File: src/hdl/drcc_pkg.sv
package drcc_pkg;

  localparam logic [3:0] FN_ABS    = 4'd0;
  localparam logic [3:0] FN_SIGN   = 4'd1;
  localparam logic [3:0] FN_FINITE = 4'd2;
  localparam logic [3:0] FN_INF    = 4'd3;
  localparam logic [3:0] FN_NAN    = 4'd4;
  localparam logic [3:0] FN_CLAMP  = 4'd5;
  localparam logic [3:0] FN_ROUND  = 4'd6;
  localparam logic [3:0] FN_FLOOR  = 4'd7;
  localparam logic [3:0] FN_CEIL   = 4'd8;
  localparam logic [3:0] FN_TRUNC  = 4'd9;
  localparam logic [3:0] FN_IROUND = 4'd10;
  localparam logic [3:0] FN_IFLOOR = 4'd11;
  localparam logic [3:0] FN_ICEIL  = 4'd12;
  localparam logic [3:0] FN_ITRUNC = 4'd13;

  localparam logic [1:0] ERR_OK    = 2'd0;
  localparam logic [1:0] ERR_ORDER = 2'd1;
  localparam logic [1:0] ERR_RANGE = 2'd2;

  localparam logic [1:0] RM_NEAR  = 2'd0;
  localparam logic [1:0] RM_FLOOR = 2'd1;
  localparam logic [1:0] RM_CEIL  = 2'd2;
  localparam logic [1:0] RM_TRUNC = 2'd3;

  localparam logic [63:0] SIGN_BIT  = 64'h8000_0000_0000_0000;
  localparam logic [63:0] QUIET_BIT = 64'h0008_0000_0000_0000;
  localparam logic [63:0] ONE_BITS  = 64'h3FF0_0000_0000_0000;
  localparam logic [63:0] INT_BOUND = 64'h7FFF_FFFF_FFFF_FC00;

  typedef struct packed {
    logic [3:0]  func;
    logic [63:0] value_bits;
    logic [63:0] lower_bits;
    logic [63:0] upper_bits;
  } drcc_in_t;

  typedef struct packed {
    logic [63:0]        real_result;
    logic signed [63:0] int_result;
    logic               flag;
    logic [1:0]         error;
  } drcc_out_t;

  function automatic logic is_nan(input logic [63:0] b);
    is_nan = (&b[62:52]) && (|b[51:0]);
  endfunction

  function automatic logic [63:0] order_key(input logic [63:0] b);
    logic [63:0] z;
    z = (b[62:0] == 63'd0) ? 64'd0 : b;
    order_key = z[63] ? ~z : (z | SIGN_BIT);
  endfunction

endpackage

File: src/hdl/double_round_convert_classify_unit.sv
// Channel | Dir | Payload    | Handshake
// in      | in  | drcc_in_t  | in_valid / in_ready
// out     | out | drcc_out_t | out_valid / out_ready
// One item per cycle while out_ready is high; each item passes the input
// register, then the result register. The rate is set by the single-pass
// datapath between them, one item held in each.
// Reset (rst_n low, synchronous) empties both registers.
// A stalled output holds its item; the input register advances when the
// result register is free or being taken.
module double_round_convert_classify_unit (
  input  logic               clk,
  input  logic               rst_n,
  input  logic               in_valid,
  output logic               in_ready,
  input  drcc_pkg::drcc_in_t in_data,
  output logic               out_valid,
  input  logic               out_ready,
  output drcc_pkg::drcc_out_t out_data
);
  import drcc_pkg::*;

  drcc_in_t  in_r;
  logic      in_vld_r;
  drcc_out_t out_r;
  logic      out_vld_r;
  drcc_out_t res;

  logic        adv;
  logic [63:0] v, lo, hi, rnd;
  logic [1:0]  mode;
  logic [11:0] e;       // unbiased exponent, signed
  logic [63:0] mask, addv, rsum;
  logic [5:0]  sh;
  logic [52:0] m;
  logic [63:0] mag;
  logic        neg, nz;
  logic        fin;

  assign adv      = !out_vld_r || out_ready;
  assign in_ready = !in_vld_r || adv;

  always_ff @(posedge clk) begin
    if (!rst_n) begin
      in_vld_r  <= 1'b0;
      out_vld_r <= 1'b0;
    end else begin
      if (in_ready) in_vld_r <= in_valid;
      if (adv) out_vld_r <= in_vld_r;
    end
    if (in_ready && in_valid) in_r <= in_data;
    if (adv && in_vld_r) out_r <= res;
  end

  assign out_valid = out_vld_r;
  assign out_data  = out_r;

  // rounding
  always_comb begin
    v    = in_r.value_bits;
    lo   = in_r.lower_bits;
    hi   = in_r.upper_bits;
    mode = in_r.func[1:0] + 2'd2;  // 6..9 and 10..13 both map to 0..3
    neg  = v[63];
    nz   = v[62:0] != 63'd0;
    e    = {1'b0, v[62:52]} - 12'd1023;
    sh   = 6'd52 - e[5:0];
    mask = (64'd1 << sh) - 64'd1;
    addv = 64'd0;
    unique case (mode)
      RM_NEAR:  addv = 64'd1 << (sh - 6'd1);
      RM_FLOOR: addv = neg ? mask + 64'd1 : 64'd0;
      RM_CEIL:  addv = neg ? 64'd0 : mask + 64'd1;
      default:  addv = 64'd0;
    endcase
    rsum = v + addv;
    if (is_nan(v)) begin
      rnd = v | QUIET_BIT;
    end else if (!e[11] && e >= 12'd52) begin
      rnd = v;
    end else if (e[11]) begin
      unique case (mode)
        RM_NEAR:  rnd = (e == 12'hFFF) ? (v & SIGN_BIT) | ONE_BITS : v & SIGN_BIT;
        RM_FLOOR: rnd = (neg && nz) ? (v & SIGN_BIT) | ONE_BITS : v & SIGN_BIT;
        RM_CEIL:  rnd = (!neg && nz) ? ONE_BITS : v & SIGN_BIT;
        default:  rnd = v & SIGN_BIT;
      endcase
    end else if ((v & mask) == 64'd0) begin
      rnd = v;
    end else begin
      rnd = rsum & ~mask;
    end
  end

  // integer conversion of the rounded value
  logic [11:0] re;
  logic        rint_ok;
  logic [63:0] ival;
  always_comb begin
    re  = {1'b0, rnd[62:52]} - 12'd1023;
    m   = {1'b1, rnd[51:0]};
    mag = 64'd0;
    if (!re[11]) begin
      if (re >= 12'd52) mag = {11'd0, m} << (re[5:0] - 6'd52);
      else              mag = {11'd0, m} >> (6'd52 - re[5:0]);
    end
    rint_ok = 1'b1;
    ival    = 64'd0;
    if (is_nan(rnd) || (!re[11] && re > 12'd63)) begin
      rint_ok = 1'b0;
    end else if (!re[11]) begin
      if (rnd[63]) begin
        if (mag > SIGN_BIT) rint_ok = 1'b0;
        else ival = 64'd0 - mag;
      end else begin
        if (mag > INT_BOUND) rint_ok = 1'b0;
        else ival = mag;
      end
    end
  end

  always_comb begin
    fin = !(&v[62:52]);
    res = '0;
    unique case (in_r.func)
      FN_ABS:    res.real_result = v & ~SIGN_BIT;
      FN_SIGN:   res.int_result = v[63] ? -64'sd1 : 64'sd0;
      FN_FINITE: res.flag = fin;
      FN_INF:    res.flag = !fin && (v[51:0] == 52'd0);
      FN_NAN:    res.flag = is_nan(v);
      FN_CLAMP: begin
        if (is_nan(lo) || is_nan(hi) || order_key(lo) > order_key(hi))
          res.error = ERR_ORDER;
        else if (is_nan(v))                      res.real_result = v;
        else if (order_key(v) < order_key(lo))   res.real_result = lo;
        else if (order_key(hi) < order_key(v))   res.real_result = hi;
        else                                     res.real_result = v;
      end
      FN_ROUND, FN_FLOOR, FN_CEIL, FN_TRUNC: res.real_result = rnd;
      FN_IROUND, FN_IFLOOR, FN_ICEIL, FN_ITRUNC: begin
        if (rint_ok) res.int_result = ival;
        else         res.error = ERR_RANGE;
      end
      default: res = '0;
    endcase
  end

  a_hold: assert property (@(posedge clk) disable iff (!rst_n)
    out_vld_r && !out_ready |=> out_vld_r && $stable(out_r))
    else $error("result dropped while stalled");
  a_flow: assert property (@(posedge clk) disable iff (!rst_n)
    in_vld_r && adv |=> out_vld_r)
    else $error("item lost between stages");
  a_err: assert property (@(posedge clk) disable iff (!rst_n)
    out_vld_r && out_r.error != ERR_OK |-> out_r.int_result == 64'sd0)
    else $error("error with nonzero integer");
endmodule

File: config.mk
export PLATFORM = sky130hd
export DESIGN_NAME = double_round_convert_classify_unit
export DESIGN_NICKNAME = d
export VERILOG_FILES = /design/src/hdl/drcc_pkg.sv /design/src/hdl/double_round_convert_classify_unit.sv
export SDC_FILE = /design/constraint.sdc
export NUM_CORES = 2
export LEC_CHECK = 0
export ABC_AREA = 1
export BUFFER_PORTS_ARGS = -buffer_cell sky130_fd_sc_hd__buf_2
export CAP_MARGIN = 20
export CORE_MARGIN = 8
export CORE_UTILIZATION = 35
export CTS_CLUSTER_DIAMETER = 60
export CTS_CLUSTER_SIZE = 14
export DETAILED_ROUTE_END_ITERATION = 12
export HOLD_SLACK_MARGIN = 0.06
export SETUP_SLACK_MARGIN = 0.4
export SLEW_MARGIN = 20
export SYNTH_ARGS = -nofsm -noshare
export SYNTH_HDL_FRONTEND = slang
export SYNTH_SLANG_ARGS = --single-unit
export TNS_END_PERCENT = 20
File: constraint.sdc
create_clock -name clk -period 17.8 [get_ports clk]
set_input_delay 3.56 -clock clk [delete_from_list [all_inputs] [get_ports clk]]
set_output_delay 3.56 -clock clk [all_outputs]
set_load 0.05 [all_outputs]
# Word level (Yosys, flattened, before mapping)
# Cells that the tools add are included.
[classes]
eq_ne = 16
n_bitwise = 6
n_reduce_logical = 40
addsub = 11
muxes = 41
shift = 4
n_lt_le_gt_ge = 8
[op_table]
columns = ["operator", "count"]
rows = [
  ["$mux W64", 26],
  ["$pmux W64 S3", 3],
  ["$not A64 Y64", 4],
  ["$reduce_or A52 Y1", 4],
  ["$logic_not A63 Y1", 3],
  ["$and A64 B64 Y64", 2],
  ["$lt A64 B64 Y1", 2],
  ["$pmux W64 S2", 1],
  ["$shl A1 B6 Y64 const A", 2],
  ["$mux W62", 2],
  ["$add A64 B1 Y64 const B", 1],
  ["$add A64 B64 Y64", 1],
  ["$gt A64 B63 Y1 const B", 1],
  ["$gt A64 B64 Y1", 1],
  ["$gt A64 B64 Y1 const B", 1],
  ["$logic_not A64 Y1", 1],
  ["$shl A53 B6 Y64", 1],
  ["$shr A53 B6 Y64", 1],
  ["$sub A1 B64 Y64 const A", 1],
  ["$sub A64 B1 Y64 const B", 1],
  ["$reduce_bool A63 Y1", 1],
  ["$logic_not A52 Y1", 1],
  ["$reduce_and A11 Y1", 4],
  ["$eq A4 B4 Y1 const B", 6],
  ["23 further kinds", 55],
]
[totals]
reg_bits = 329
elab_cells = 136

# Depth between registers and ports, before layout
[logic_depth]
ltp_word = 25
depth_mapped = 98

# Least setup slack after synthesis
# Ideal clock, no wire load.
[synth_path]
path_type = "flip-flop to flip-flop"
start = "register in_r, in the netlist v[53]"
end = "register out_r, in the netlist out_data[58], data pin"
setup_slack_ps = 6125
stages_incl_launch_ff = 93
period_less_slack_ps = 11675
t_arrival_ps = 11541
setup_time_ps = 134
cell_sequence = "edfxtp_1 -> inv_1 -> ha_1 -> nor2_4 -> inv_2 -> nand2_2 -> nand2_4 -> nand3_1 -> nand2_4 -> buf_6 -> nand2_1 -> ha_1 -> nand2_1 -> o21ai_0 -> inv_1 -> nor2_1 -> nand3_1 -> nor2_1 -> [57 not listed] -> o21ai_0 -> nand2_1 -> nand3_1 -> nand2_1 -> nand2_1 -> nand3_1 -> ha_1 -> nand3_1 -> nor2_1 -> nand2_1 -> nor2_4 -> nand2_2 -> a21oi_4 -> nand2_2 -> nor2_4 -> buf_4 -> nand3_1 -> nand2_1"
[synth_lines]
columns = ["element", "line", "rtl"]
rows = [
  ["start: declaration", "double_round_convert_classify_unit.sv:22", "drcc_in_t in_r;"],
  ["start signal: assignment", "double_round_convert_classify_unit.sv:50", "if (in_ready && in_valid) in_r <= in_data;"],
  ["end signal: assignment", "double_round_convert_classify_unit.sv:51", "if (adv && in_vld_r) out_r <= res;"],
  ["end: declaration", "double_round_convert_classify_unit.sv:24", "drcc_out_t out_r;"],
]

==> results_tabular.tex <==
\begin{tabular}{lr}
\hline
Metric & Value \\
\hline
\multicolumn{2}{l}{\textbf{Floorplan}} \\
\quad Starting Density & 35.27\% \\
\quad Total core area & approximately 120000 um2 \\
\quad Area of the die & around 130000 um2 \\
\quad Die X & $\sim$370 um \\
\quad Die outline height & 366.2 um \\
\quad Total number of placement rows & approximately 130 \\
\quad Top-level I/O count & about 330 \\
\multicolumn{2}{l}{\textbf{Detailed routing}} \\
\quad Number of vias in the routed layout & 51970 \\
\quad Count of antenna-violating nets left after detailed routing & 0 \\
\quad Remaining routing DRC violations & 0 \\
\quad WL per Instance & approximately 26 um \\
\quad Wirelength, routed & $\sim$230000 um \\
\quad Detailed Routing Iterations Pass 1 & 7 \\
\quad DRC marker count from the first detailed-route iteration & 7404 \\
\quad Via density & between 5 and 6 \\
\multicolumn{2}{l}{\textbf{Power and ir drop}} \\
\quad IR drop worst, VDD & approximately 0.073 mV \\
\quad Static leakage & 23.67 nW \\
\quad Power density over the cells & $\sim$95 nW/um2 \\
\multicolumn{2}{l}{\textbf{Layout}} \\
\quad Most used cells in the layout excluding fill and tap cells & sky130\_fd\_sc\_hd\_\_nand2\_1 (2165), sky130\_fd\_sc\_hd\_\_nand3\_1 (923), sky130\_fd\_sc\_hd\_\_nor2\_1 (714) \\
\quad Fraction of layout instances using a drive strength above 1 & under 10\% \\
\quad Total of fill cells in the finished design & roughly 13000 \\
\quad Final core utilization & 38.66\% \\
\quad Area Overhead vs Synth & 9.594\% \\
\quad Nets & between 7000 and 8000 \\
\quad Number of standard cells in the layout, taps in and fillers out & 8860 \\
\quad Post-route design area & between 40000 and 50000 um2 \\
\quad Commonest non-fill, non-tap cell in the layout & sky130\_fd\_sc\_hd\_\_nand2\_1 \\
\multicolumn{2}{l}{\textbf{Critical path}} \\
\quad Cell count of the worst reg-to-reg path & 84 \\
\quad Number of buffer and inverter instances along the worst setup path & 8 \\
\quad Maximum fanout along the worst path & 56 \\
\quad Number of logic stages on the critical path including buffering & between 80 and 90 \\
\quad Beginning of the worst register-to-register path & v[53]\$\_DFFE\_PP\_ \\
\quad R2R Setup Slk & between 1.5 and 2 ns \\
\quad Kind of launch point of the worst setup path & flip-flop \\
\quad Worst Path Arrival & 16.36 ns \\
\quad Worst path top cell family by delay & simple AND/OR/NAND/NOR gates \\
\quad Slowest cell delay on critical path & around 0.6 ns \\
\quad Kind of end point of the critical path & flip-flop \\
\quad Most frequent CP cell & sky130\_fd\_sc\_hd\_\_nand2\_1 \\
\quad Required arrival time at the worst endpoint & between 15 and 20 ns \\
\quad Slowest stage cell, crit path & sky130\_fd\_sc\_hd\_\_edfxtp\_1 \\
\quad Endpoint of the lowest-slack register-to-register path & out\_data[65]\$\_DFFE\_PP\_ \\
\quad Setup CP Type & reg2reg \\
\multicolumn{2}{l}{\textbf{Global routing}} \\
\quad Number of global-route vias before repair & about 47000 \\
\quad GRT busiest layer & met2 \\
\quad GR Util met3 & under 10\% \\
\quad Total track usage & between 30\% and 40\% \\
\quad Global-route wire length before repair & around 330000 um \\
\quad Remaining global-route overflow & 0 \\
\quad Global-route met2 utilization & 46.61\% \\
\quad Routing usage on met1 & about 47\% \\
\quad Maximum number of pins on one net before global-route repair & about 130 \\
\quad Initial antenna violation count & 11 \\
\multicolumn{2}{l}{\textbf{Clocking}} \\
\quad Number of buffers between clock root and the deepest sink & 3 \\
\quad Hold buffer count at cts & 0 \\
\quad Clock Latency Late Sink & 0.62 ns \\
\quad Clock Tree Root & sky130\_fd\_sc\_hd\_\_clkbuf\_16 \\
\quad Number of cells upsized or downsized after cts & 0 \\
\quad Clk slew on worst S/H paths & approximately 0.060 ns \\
\quad CTS sink cnt & 329 \\
\quad Number of buffers added for setup after CTS & 0 \\
\quad Total CTS buffers & 38 \\
\quad Clock tree from TritonCTS & done \\
\quad H-Tree Level Count & 2 \\
\multicolumn{2}{l}{\textbf{Placed design}} \\
\quad Post-DP Area & about 46000 um2 \\
\quad Number of port buffers & around 330 \\
\quad HPWL after detailed placement & between 150000 and 200000 um \\
\quad Routability-driven placement congestion ratio & 1.054 \\
\quad Cell Count Post-Placement & 8795 \\
\multicolumn{2}{l}{\textbf{Timing}} \\
\quad Pin slew with the least headroom to its limit & approximately 1.1 ns \\
\quad Highest clock rate & about 63 MHz \\
\quad Clock period minus worst slack & 15.90 ns \\
\quad Fin crit share & 89.30\% \\
\quad Headroom to the max-slew limit & 22.69\% \\
\quad RSZ-0062 raised after global routing & false \\
\quad Fin. max-slew vios & 0 \\
\quad Final setup TNS & 0 ns \\
\quad Total of endpoints with negative setup slack in the final report & 0 \\
\quad Count of final hold-check violations & 0 \\
\quad Final worst clock skew & roughly 0.037 ns \\
\multicolumn{2}{l}{\textbf{Worst hold path}} \\
\quad Sink of the worst hold path & in\_vld\_r\$\_SDFFE\_PN0N\_ \\
\quad HP Start & in\_vld\_r\$\_SDFFE\_PN0N\_ \\
\quad Path type of the worst min-delay path & reg2reg \\
\quad Number of cells on the worst hold path & 2 \\
\multicolumn{2}{l}{\textbf{Logic synthesis}} \\
\quad Synth cell types & 67 \\
\quad Synthesized area & approximately 43000 um2 \\
\quad FF+latch count, synth & approximately 330 \\
\quad Warnings from Yosys & 0 \\
\quad Asr flop ratio synth & 0\% \\
\quad Most used DFF post-synth & sky130\_fd\_sc\_hd\_\_edfxtp\_1 \\
\quad Post-synthesis net count & about 7500 \\
\quad Synth Instances & between 7000 and 8000 \\
\quad Count of flip-flops with a built-in enable after synthesis & about 330 \\
\quad Part of the Yosys area used for sequential elements & 22.96\% \\
\quad Avg Cell Area, Syn & between 6 and 7 um2 \\
\multicolumn{2}{l}{\textbf{Flow run}} \\
\quad Maximum Capacitance Violations & 0 \\
\multicolumn{2}{l}{\textbf{Status}} \\
\quad Status & finished, final reports clean \\
\hline
\end{tabular}
-- cells by family (layout without fill, tap and decap cells) --
family                     after synthesis  after routing  synth area share [%]
AOI/OAI and AO/OA                     1115           1115                 14.99
xor gates and xnor gates               102            102                 2.081
adders and majority gates              270            270                 7.886
buffers and inverters                 1029           1186                 9.637
DFF                                    329            329                 22.96
other                                    0              3                     0
and+or+nand+nor                       4229           4230                 42.44
-- Yosys cell counts, types with 5 or more instances --
master	number	area (um2)
sky130_fd_sc_hd__nor2_4	18	202.7
sky130_fd_sc_hd__o22ai_1	28	175.2
sky130_fd_sc_hd__buf_1	27	101.4
sky130_fd_sc_hd__a21oi_1	404	2022
sky130_fd_sc_hd__ha_1	269	3366
sky130_fd_sc_hd__o21ai_1	48	240.2
sky130_fd_sc_hd__o2111ai_1	5	43.79
sky130_fd_sc_hd__nand2_1	2168	8138
sky130_fd_sc_hd__nand3b_1	16	120.1
sky130_fd_sc_hd__a211oi_1	22	165.2
sky130_fd_sc_hd__nand2_4	5	56.30
sky130_fd_sc_hd__nand3_1	923	4619
sky130_fd_sc_hd__buf_2	78	390.4
sky130_fd_sc_hd__a31oi_1	35	219.0
sky130_fd_sc_hd__o221ai_1	72	630.6
sky130_fd_sc_hd__nor2_1	715	2684
sky130_fd_sc_hd__xor2_1	71	621.9
sky130_fd_sc_hd__buf_4	21	157.7
sky130_fd_sc_hd__nor3_1	43	215.2
sky130_fd_sc_hd__xnor2_1	31	271.5
sky130_fd_sc_hd__nand4_1	182	1139
sky130_fd_sc_hd__clkbuf_1	173	649.4
sky130_fd_sc_hd__or2_2	19	118.9
sky130_fd_sc_hd__clkinv_1	9	33.78
sky130_fd_sc_hd__o21bai_1	5	37.54
sky130_fd_sc_hd__o21a_1	68	510.5
sky130_fd_sc_hd__edfxtp_1	327	9819
sky130_fd_sc_hd__a21o_1	5	37.54
sky130_fd_sc_hd__inv_1	678	2545
sky130_fd_sc_hd__o211ai_1	33	247.7
sky130_fd_sc_hd__o21ai_0	353	1767
sky130_fd_sc_hd__o32ai_1	7	61.31
sky130_fd_sc_hd__nand2_2	36	225.2
sky130_fd_sc_hd__and2_1	11	68.82
sky130_fd_sc_hd__nor4_1	55	344.1
sky130_fd_sc_hd__inv_2	29	108.9
sky130_fd_sc_hd__buf_6	13	146.4
sky130_fd_sc_hd__nor2_2	20	125.1
-- power by group --
| part | total, W | internal (W) | switching [W] |
|---|---|---|---|
| Combinational | 0.00272 | 0.000715 | 0.00200 |
| Sequential | 0.000965 | 0.000905 | 0.0000604 |
| Clock | 0.000766 | 0.000404 | 0.000362 |
-- sequential cells by signal (all words and copies together) (netlist names) --
name / cells
in_r: 4
lo: 64
v: 64
out_data: 131
hi: 64
in_vld_r: 1
out_valid: 1
-- layer usage --
| layer | share of wire, % | wire, um |
|---|---|---|
| met5 | 0.018 | 43 |
| met4 | 4.5 | 10540 |
| met3 | 12 | 27480 |
| met2 | 40 | 92710 |
| met1 | 44 | 102900 |
-- worst max path at each step --
stage,from,endpoint
CTS,v[53]$_DFFE_PP_,out_data[32]$_DFFE_PP_
floorplan,v[53]$_DFFE_PP_,out_data[58]$_DFFE_PP_
global route,v[53]$_DFFE_PP_,out_data[57]$_DFFE_PP_
global placement,v[54]$_DFFE_PP_,out_data[59]$_DFFE_PP_
finish,v[53]$_DFFE_PP_,out_data[65]$_DFFE_PP_
detailed placement,v[53]$_DFFE_PP_,out_data[32]$_DFFE_PP_
-- area by class of cell --
| class | instances | area [um2] | share of cell area, % |
|---|---|---|---|
| clock buffer | 42 | 965.9 | 2.053 |
| inverter | 716 | 2698 | 5.733 |
| sequential | 329 | 9859 | 20.95 |
| tap | 1625 | 2033 | 4.321 |
| clock inverter | 19 | 214.0 | 0.4547 |
| antenna | 3 | 7.507 | 0.01595 |
| timing repair buffer | 409 | 2256 | 4.794 |
| multi-input combinational | 5717 | 29020 | 61.67 |
-- worst min-delay path: stages (launching register included) --
cell	delay (ns)
sky130_fd_sc_hd__dfxtp_1	0.31
sky130_fd_sc_hd__nand3_1	0.11
sky130_fd_sc_hd__a21oi_1	0.07
-- metrics by stage --
step / hold WS, ns / worst slack (ns) / total power [W]
floorplan: 0.4473 / 6.125 / 0.002719
global placement: 0.5106 / 1.943 / 0.003592
detailed placement: 0.5264 / 1.672 / 0.003577
CTS: 0.5357 / 1.617 / 0.004359
global route: 0.5569 / 0.5017 / 0.004702
finish: 0.5340 / 1.905 / 0.004448
Note: power is estimated with default switching activity, not from simulation.
